File: config.mk
export PLATFORM = sky130hd
export DESIGN_NAME = sync_frame_receiver_rotxor_check
export DESIGN_NICKNAME = d
export VERILOG_FILES = /design/src/sfr_pkg.sv /design/src/sfr_parse.sv /design/src/sync_frame_receiver_rotxor_check.sv
export SDC_FILE = /design/constraint.sdc
export NUM_CORES = 1
export LEC_CHECK = 0
export ABC_AREA = 1
export BUFFER_PORTS_ARGS = -buffer_cell sky130_fd_sc_hd__buf_2
export CAP_MARGIN = 5
export CORE_ASPECT_RATIO = 0.75
export CORE_MARGIN = 4
export CORE_UTILIZATION = 30
export CTS_BUF_LIST = sky130_fd_sc_hd__clkbuf_8
export DETAILED_ROUTE_END_ITERATION = 8
export GPL_TIMING_DRIVEN = 0
export SLEW_MARGIN = 40
export SYNTH_ARGS = -nofsm -noshare
export SYNTH_HDL_FRONTEND = slang
export SYNTH_SLANG_ARGS = --single-unit
File: constraint.sdc
create_clock -name i_clk -period 3.74 [get_ports i_clk]
set_clock_uncertainty 0.2 [all_clocks]
set_input_delay 0.374 -clock i_clk [delete_from_list [all_inputs] [get_ports i_clk]]
set_output_delay 0.374 -clock i_clk [all_outputs]
set_load 0.01 [all_outputs]
File: src/sfr_pkg.sv
// Package for the sync frame receiver: result status codes, the result word
// type, frame position constants and the rotate-xor checksum step.
// No dependencies.
`timescale 1ns / 1ps

package sfr_pkg;

    // Width of the frame byte counter; covers frames of up to 127 bytes.
    localparam int CNT_W = 7;
    typedef logic [CNT_W-1:0] t_count;

    // Status reported with each closed frame.
    typedef enum logic [1:0] {
        STATUS_OK  = 2'd0,
        STATUS_BAD = 2'd1,
        STATUS_OVF = 2'd2
    } t_status;

    // One result word as it leaves the parser.
    typedef struct packed {
        t_status     status;
        logic [15:0] speed_one;
        logic [15:0] speed_two;
        logic [15:0] speed_three;
        logic        ended_by_new_start;
    } t_result;

    // Start word bytes in arrival order, and the start and tail patterns.
    localparam logic [7:0]  SYNC_B0    = 8'h55;
    localparam logic [7:0]  SYNC_B1    = 8'hFF;
    localparam logic [7:0]  SYNC_B2    = 8'h22;
    localparam logic [7:0]  SYNC_B3    = 8'h33;
    localparam logic [31:0] SYNC_WORD  = {SYNC_B0, SYNC_B1, SYNC_B2, SYNC_B3};
    localparam logic [15:0] TAIL_WORD  = 16'h99FF;

    // Frame positions (count of bytes already taken before this byte).
    localparam t_count POS_FIRST_DATA = t_count'(4);
    localparam t_count POS_LAST_CHECK = t_count'(19);
    localparam t_count POS_LAST_SPEED = t_count'(9);
    localparam t_count POS_CAP_HIGH   = t_count'(20);
    localparam t_count POS_CAP_LOW    = t_count'(21);

    // A tail closes a frame only beyond this count, a fresh start beyond the other.
    localparam t_count TAIL_MIN_COUNT  = t_count'(24 - 3);
    localparam t_count START_MIN_COUNT = t_count'(24 - 5);

    // One checksum step: xor the byte into the low half, then rotate left by one.
    function automatic logic [15:0] f_rotxor(input logic [15:0] sum, input logic [7:0] b);
        logic [15:0] x;
        x = sum ^ {8'h00, b};
        return {x[14:0], x[15]};
    endfunction

endpackage

File: src/sfr_parse.sv
// Frame parser: holds the frame state and, for each stepped byte, works out
// the next state and whether a result word is due. Uses sfr_pkg.
`timescale 1ns / 1ps

module sfr_parse
    import sfr_pkg::*;
#(
    parameter int MAX_FRAME = 64
) (
    input  logic       i_clk,
    input  logic       i_rst_n,
    input  logic       i_step,
    input  logic [7:0] i_byte,
    output logic       o_result_valid,
    output t_result    o_result
);

    localparam t_count LP_MAX = t_count'(MAX_FRAME);

    // Frame state.
    t_count      r_count,   n_count;
    logic [15:0] r_check,   n_check;
    logic [15:0] r_capture, n_capture;
    logic [31:0] r_recent,  n_recent;
    logic [7:0]  r_speed [0:5];

    t_count      w_inc;
    logic        w_mismatch;
    logic        w_end_tail;
    logic        w_end_start;
    logic        w_overflow;
    logic [15:0] w_check_upd;
    logic [2:0]  w_speed_idx;
    t_count      w_speed_off;

    // Per-byte checksum, capture and start word tracking.
    always_comb begin
        n_recent    = {r_recent[23:0], i_byte};
        w_check_upd = r_check;
        if (r_count >= POS_FIRST_DATA && r_count <= POS_LAST_CHECK) begin
            w_check_upd = f_rotxor(r_check, i_byte);
        end
        n_capture = r_capture;
        if (r_count == POS_CAP_HIGH) begin
            n_capture = {i_byte, r_capture[7:0]};
        end
        if (r_count == POS_CAP_LOW) begin
            n_capture = {r_capture[15:8], i_byte};
        end
        w_inc      = r_count + t_count'(1);
        w_mismatch = (r_count == t_count'(0) && i_byte != SYNC_B0) ||
                     (r_count == t_count'(1) && i_byte != SYNC_B1) ||
                     (r_count == t_count'(2) && i_byte != SYNC_B2) ||
                     (r_count == t_count'(3) && i_byte != SYNC_B3);
        if (w_mismatch) begin
            w_inc = '0;
        end
        w_end_tail  = (w_inc > TAIL_MIN_COUNT) && (n_recent[15:0] == TAIL_WORD);
        w_end_start = !w_end_tail && (w_inc > START_MIN_COUNT) && (n_recent == SYNC_WORD);
        w_overflow  = (w_inc >= LP_MAX);
        w_speed_off = r_count - POS_FIRST_DATA;
        w_speed_idx = w_speed_off[2:0];
    end

    // Next count and checksum, and the result word for a closing byte.
    always_comb begin
        n_count        = w_inc;
        n_check        = w_check_upd;
        o_result_valid = 1'b0;
        o_result       = '0;
        if (w_end_tail || w_end_start) begin
            // A fresh start word leaves the next frame with its start matched.
            n_count        = w_end_start ? POS_FIRST_DATA : '0;
            n_check        = '0;
            o_result_valid = 1'b1;
            o_result.ended_by_new_start = w_end_start;
            if (w_check_upd == n_capture) begin
                o_result.status      = STATUS_OK;
                o_result.speed_one   = {r_speed[0], r_speed[1]};
                o_result.speed_two   = {r_speed[2], r_speed[3]};
                o_result.speed_three = {r_speed[4], r_speed[5]};
            end else begin
                o_result.status = STATUS_BAD;
            end
        end else if (w_overflow) begin
            n_count         = '0;
            n_check         = '0;
            o_result_valid  = 1'b1;
            o_result.status = STATUS_OVF;
        end
    end

    // Control state.
    always_ff @(posedge i_clk) begin
        if (!i_rst_n) begin
            r_count   <= '0;
            r_check   <= '0;
            r_capture <= '0;
            r_recent  <= '0;
        end else if (i_step) begin
            r_count   <= n_count;
            r_check   <= n_check;
            r_capture <= n_capture;
            r_recent  <= n_recent;
        end
    end

    // Data bytes four to nine of the frame.
    always_ff @(posedge i_clk) begin
        if (i_step && r_count >= POS_FIRST_DATA && r_count <= POS_LAST_SPEED) begin
            r_speed[w_speed_idx] <= i_byte;
        end
    end

    // The counter never reaches the frame limit without a reset to zero.
    a_count_bound: assert property (@(posedge i_clk) disable iff (!i_rst_n)
        r_count < LP_MAX)
        else $error("frame byte count reached the frame limit");

endmodule

File: src/sync_frame_receiver_rotxor_check.sv
// Channel    Dir  Word                              Accepted when
// s_axis     in   tdata[7:0] = rx_byte              i_s_axis_tvalid & o_s_axis_tready
// m_axis     out  tdata = speeds, tuser = status    o_m_axis_tvalid & i_m_axis_tready
//
// One received byte is taken per cycle while the result side does not stall;
// each byte is registered in the input register, parsed from there, and its
// result is registered in the result register. The sustained rate is one byte
// per cycle when unstalled, set by the frame state update in sfr_parse. Reset
// (synchronous, active low) empties both registers and returns the parser to
// hunting. A stalled result holds the parser; input is still taken until the
// input register is full. Uses sfr_pkg and sfr_parse.
`timescale 1ns / 1ps

module sync_frame_receiver_rotxor_check
    import sfr_pkg::*;
#(
    parameter int MAX_FRAME = 64
) (
    input  logic        i_clk,
    input  logic        i_rst_n,
    input  logic        i_s_axis_tvalid,
    output logic        o_s_axis_tready,
    input  logic [7:0]  i_s_axis_tdata,   // [7:0] rx_byte
    output logic        o_m_axis_tvalid,
    input  logic        i_m_axis_tready,
    output logic [47:0] o_m_axis_tdata,   // [15:0] speed_one, [31:16] speed_two,
                                          // [47:32] speed_three
    output logic [2:0]  o_m_axis_tuser    // [1:0] frame_status, [2] ended_by_new_start
);

    logic       r_in_valid;
    logic [7:0] r_in_byte;
    logic       r_out_valid;
    t_result    r_out;
    logic       w_advance;
    logic       w_res_valid;
    t_result    w_res;

    // A byte moves through the parser whenever the result register can take it.
    assign w_advance       = r_in_valid && (!r_out_valid || i_m_axis_tready);
    assign o_s_axis_tready = !r_in_valid || w_advance;

    // Input register.
    always_ff @(posedge i_clk) begin
        if (!i_rst_n) begin
            r_in_valid <= 1'b0;
        end else if (o_s_axis_tready) begin
            r_in_valid <= i_s_axis_tvalid;
        end
    end

    always_ff @(posedge i_clk) begin
        if (i_s_axis_tvalid && o_s_axis_tready) begin
            r_in_byte <= i_s_axis_tdata;
        end
    end

    sfr_parse #(
        .MAX_FRAME (MAX_FRAME)
    ) u_parse (
        .i_clk          (i_clk),
        .i_rst_n        (i_rst_n),
        .i_step         (w_advance),
        .i_byte         (r_in_byte),
        .o_result_valid (w_res_valid),
        .o_result       (w_res)
    );

    // Result register.
    always_ff @(posedge i_clk) begin
        if (!i_rst_n) begin
            r_out_valid <= 1'b0;
        end else if (!r_out_valid || i_m_axis_tready) begin
            r_out_valid <= w_advance && w_res_valid;
        end
    end

    always_ff @(posedge i_clk) begin
        if (w_advance && w_res_valid) begin
            r_out <= w_res;
        end
    end

    assign o_m_axis_tvalid = r_out_valid;
    assign o_m_axis_tdata  = {r_out.speed_three, r_out.speed_two, r_out.speed_one};
    assign o_m_axis_tuser  = {r_out.ended_by_new_start, r_out.status};

    // A byte held in the input register is not lost while the output stalls.
    a_in_hold: assert property (@(posedge i_clk) disable iff (!i_rst_n)
        r_in_valid && !w_advance |=> r_in_valid && $stable(r_in_byte))
        else $error("input byte lost while stalled");

    // A dropped or mismatched frame carries no speeds.
    a_bad_zero: assert property (@(posedge i_clk) disable iff (!i_rst_n)
        r_out_valid && (r_out.status == STATUS_BAD || r_out.status == STATUS_OVF)
        |-> o_m_axis_tdata == '0)
        else $error("speeds present on a failed frame");

    // An overflow drop is never marked as closed by a start word.
    a_ovf_flag: assert property (@(posedge i_clk) disable iff (!i_rst_n)
        r_out_valid && r_out.status == STATUS_OVF |-> !r_out.ended_by_new_start)
        else $error("overflow drop flagged as closed by start word");

    // A result is only loaded from a byte that went through the parser.
    a_out_src: assert property (@(posedge i_clk) disable iff (!i_rst_n)
        $rose(r_out_valid) |-> $past(w_advance && w_res_valid))
        else $error("result without a parsed byte");

endmodule

==> run metrics <==
outcome finished clean; Setup WS pre-CTS a little over 0.5 ns; Slew @ Worst Pin ~0.78 ns; Synth Register Bits approximately 170; Core ar. 25000 sq um; mean post-synth cell area a little under 9 sq um; Fin Hold WS 0.0570 ns; drt first-iter violations between 400 and 500; Synth-to-Final Area Change 16.3%; die area 28100 sq um; DP HPWL between 10 and 15 mm; Mapped Nets ~870; CP Max Fanout 10; vias in the first global route between 5000 and 6000; Antenna Cells 0; sequential area share after synthesis 0.591; crit path kind register to register; crit path time final 3.32 ns; CTS max path bufs 2; worst vdd ir about 0.22 mV; post-CTS setup buffers 0; PwrDens ~410 nW/um^2; # resized after CTS 0; Synth Cell Area between 7000 and 8000 sq um; largest net degree at the start of global routing 48; Clk Latency, worst-skew pair 0.47 ns; Clock Sinks between 150 and 200; Filler cells between 2000 and 3000; Wirelength per Cell 14.1 um; Syn Inst Count 857; Finish-stage setup viols 0; Critical path origin u_parse.r_count[1]$_SDFFE_PN0P_; Multi-input gate area ~2400 sq um; Detailed Route WL 18.3 mm; GR Util All Layers 0.132; Critical Path End Type register; max-cap viol count 0; commonest non-fill, non-tap cell in the layout nand2_1; die width approximately 190 um; TritonRoute pass-1 iters 5; Top Ports 65; post-route setup slack 0.417 ns; DRT antenna net count 0; Hold Path Class input pin to register; clk root buf clkbuf_8; CP startpoint kind register; final net count roughly 970; Netlist cell types 34; Post-Route Utilization 0.355; initial antenna violation count 0; first-pass GRT wire length ~29 mm; total grt overflow 0; TritonCTS clock tree done; Reg area approximately 4500 sq um; most frequent cells in the layout nand2_1 (180), inv_1 (144), nor2_1 (116); Final Hold Fails 0; Hold Crit Start i_s_axis_tvalid; # hold bufs at CTS 9; RSZ-0062 raised after global routing no; Reg-to-Reg Start u_parse.r_count[1]$_SDFFE_PN0P_; starting density of the core 0.306; Max Clk Rate 0.301 GHz; number of buffers created by CTS 17; GP Congestion a little under 0.9; placed cell areas 8420 sq um; synth warn 0; Design Area, Final about 8900 sq um; Period Utilization, post-route 0.888; vias per inst about 4.3; drc violations 0; die height ~150 um; P_leak about 3.7 nW; clock slew at reported path FFs about 0.11 ns; port bufs 63; final max-slew violation count 0; CP Data Required Time 3.85 ns; CTS H-Tree Depth 4; Inst Count DP between 1000 and 1500; num rows 50; worst endpoint data arrival time around 3.4 ns; Slew HR 0.480; Finished Layout Cells 1300; layout cells sized above 1 0.158; vias approximately 5600
[layer usage]
layer / part of all wire / wire length, um / vias up / track usage
li1: - / - / 2911 / -
met1: 0.51 / 9310 / 2539 / 0.199
met2: 0.41 / 7520 / 170 / 0.191
met3: 0.070 / 1290 / 12 / 0.0354
met4: 0.0085 / 155 / 0 / 0.0296
met5: 0 / 0 / - / 0
[worst paths after layout]
kind                                       endpoint  slack (ns)  cells after the start
hold reg to reg   u_parse.r_recent[19]$_SDFFE_PN0P_        0.26                      2
setup / recovery    o_m_axis_tdata[4]$_SDFFCE_PN0P_        0.42                     16
hold / removal              r_in_valid$_SDFFE_PN0N_        0.06                      3
setup reg to reg    o_m_axis_tdata[4]$_SDFFCE_PN0P_        0.42                     16
[kinds of logic after synthesis]
kind of cell	count (synthesis)	share of synthesized area
XOR/XNOR	8	0.00917
adder cells (fa/ha/maj)	4	0.00655
AO/OA/AOI/OAI	118	0.0838
buffers and inverters	181	0.0957
AND/OR/NAND/NOR	374	0.214
flip-flops	172	0.591
[critical path, stage by stage (launching register included)]
cell      delay, ns
dfxtp_1        0.57
inv_1          0.17
ha_1           0.23
inv_1          0.11
nand2_1        0.09
nor2_4         0.21
nand2_2        0.20
o21ai_0        0.26
inv_1          0.09
nand2_1        0.07
nand2_1        0.09
nor2_1         0.10
nand2_1        0.08
nor2_2         0.11
nand3_2        0.14
clkbuf_1       0.25
nor2_1         0.19
[synthesized netlist by cell type (all sizes together)]
cell type | number | area share
a21oi | 42 | 0.028
nand3 | 27 | 0.019
xor2 | 6 | 0.0069
o21ai | 67 | 0.047
inv | 149 | 0.073
or2 | 2 | 0.0016
nor4 | 2 | 0.0016
xnor2 | 2 | 0.0023
nand2 | 184 | 0.092
clkinv | 1 | 0.00049
buf | 16 | 0.015
o211ai | 7 | 0.0069
clkbuf | 15 | 0.0074
o221ai | 1 | 0.0011
a21boi | 1 | 0.00098
nor3 | 6 | 0.0039
nand4 | 16 | 0.013
nor2 | 137 | 0.083
ha | 4 | 0.0065
dfxtp | 65 | 0.17
edfxtp | 107 | 0.42
[power by group]
group | switching, mW | total [mW] | internal (mW) | leakage [nW]
sequential | 0.0487 | 2.09 | 2.04 | 1.41
clock | 0.773 | 1.27 | 0.497 | 0.193
combinational | 0.215 | 0.322 | 0.107 | 2.07
total | 1.04 | 3.69 | 2.65 | 3.67
[layout make-up]
type / instances / area share
Buffer: 31 / 0.0190
Clock buffer: 17 / 0.0263
Clock inverter: 15 / 0.0165
Inverter: 150 / 0.0636
Multi-Input combinational cell: 504 / 0.271
Sequential cell: 172 / 0.508
Tap cell: 338 / 0.0476
Timing Repair Buffer: 73 / 0.0478
[per-stage QoR]
| step | total power, mW | TNS [ns] |
|---|---|---|
| 2_1_floorplan | 2.35 | 0 |
| 3_3_place_gp | 2.44 | -26.98 |
| 3_5_place_dp | 2.45 | 0 |
| 4_1_cts | 3.72 | 0 |
| 5_1_grt | 3.85 | 0 |
| 6_report | 3.69 | 0 |
[sequential cells by signal, summed over array words and instances (netlist names)]
| signal | cells |
|---|---|
| o_m_axis_tvalid | 1 |
| r_in_byte | 8 |
| u_parse.r_count | 7 |
| r_in_valid | 1 |
| u_parse.r_capture | 16 |
| u_parse.r_check | 16 |
| o_m_axis_tdata | 48 |
| u_parse.r_recent | 24 |
| o_m_axis_tuser | 3 |
| u_parse.r_speed | 48 |
Note: power is estimated with default switching activity, not from simulation.
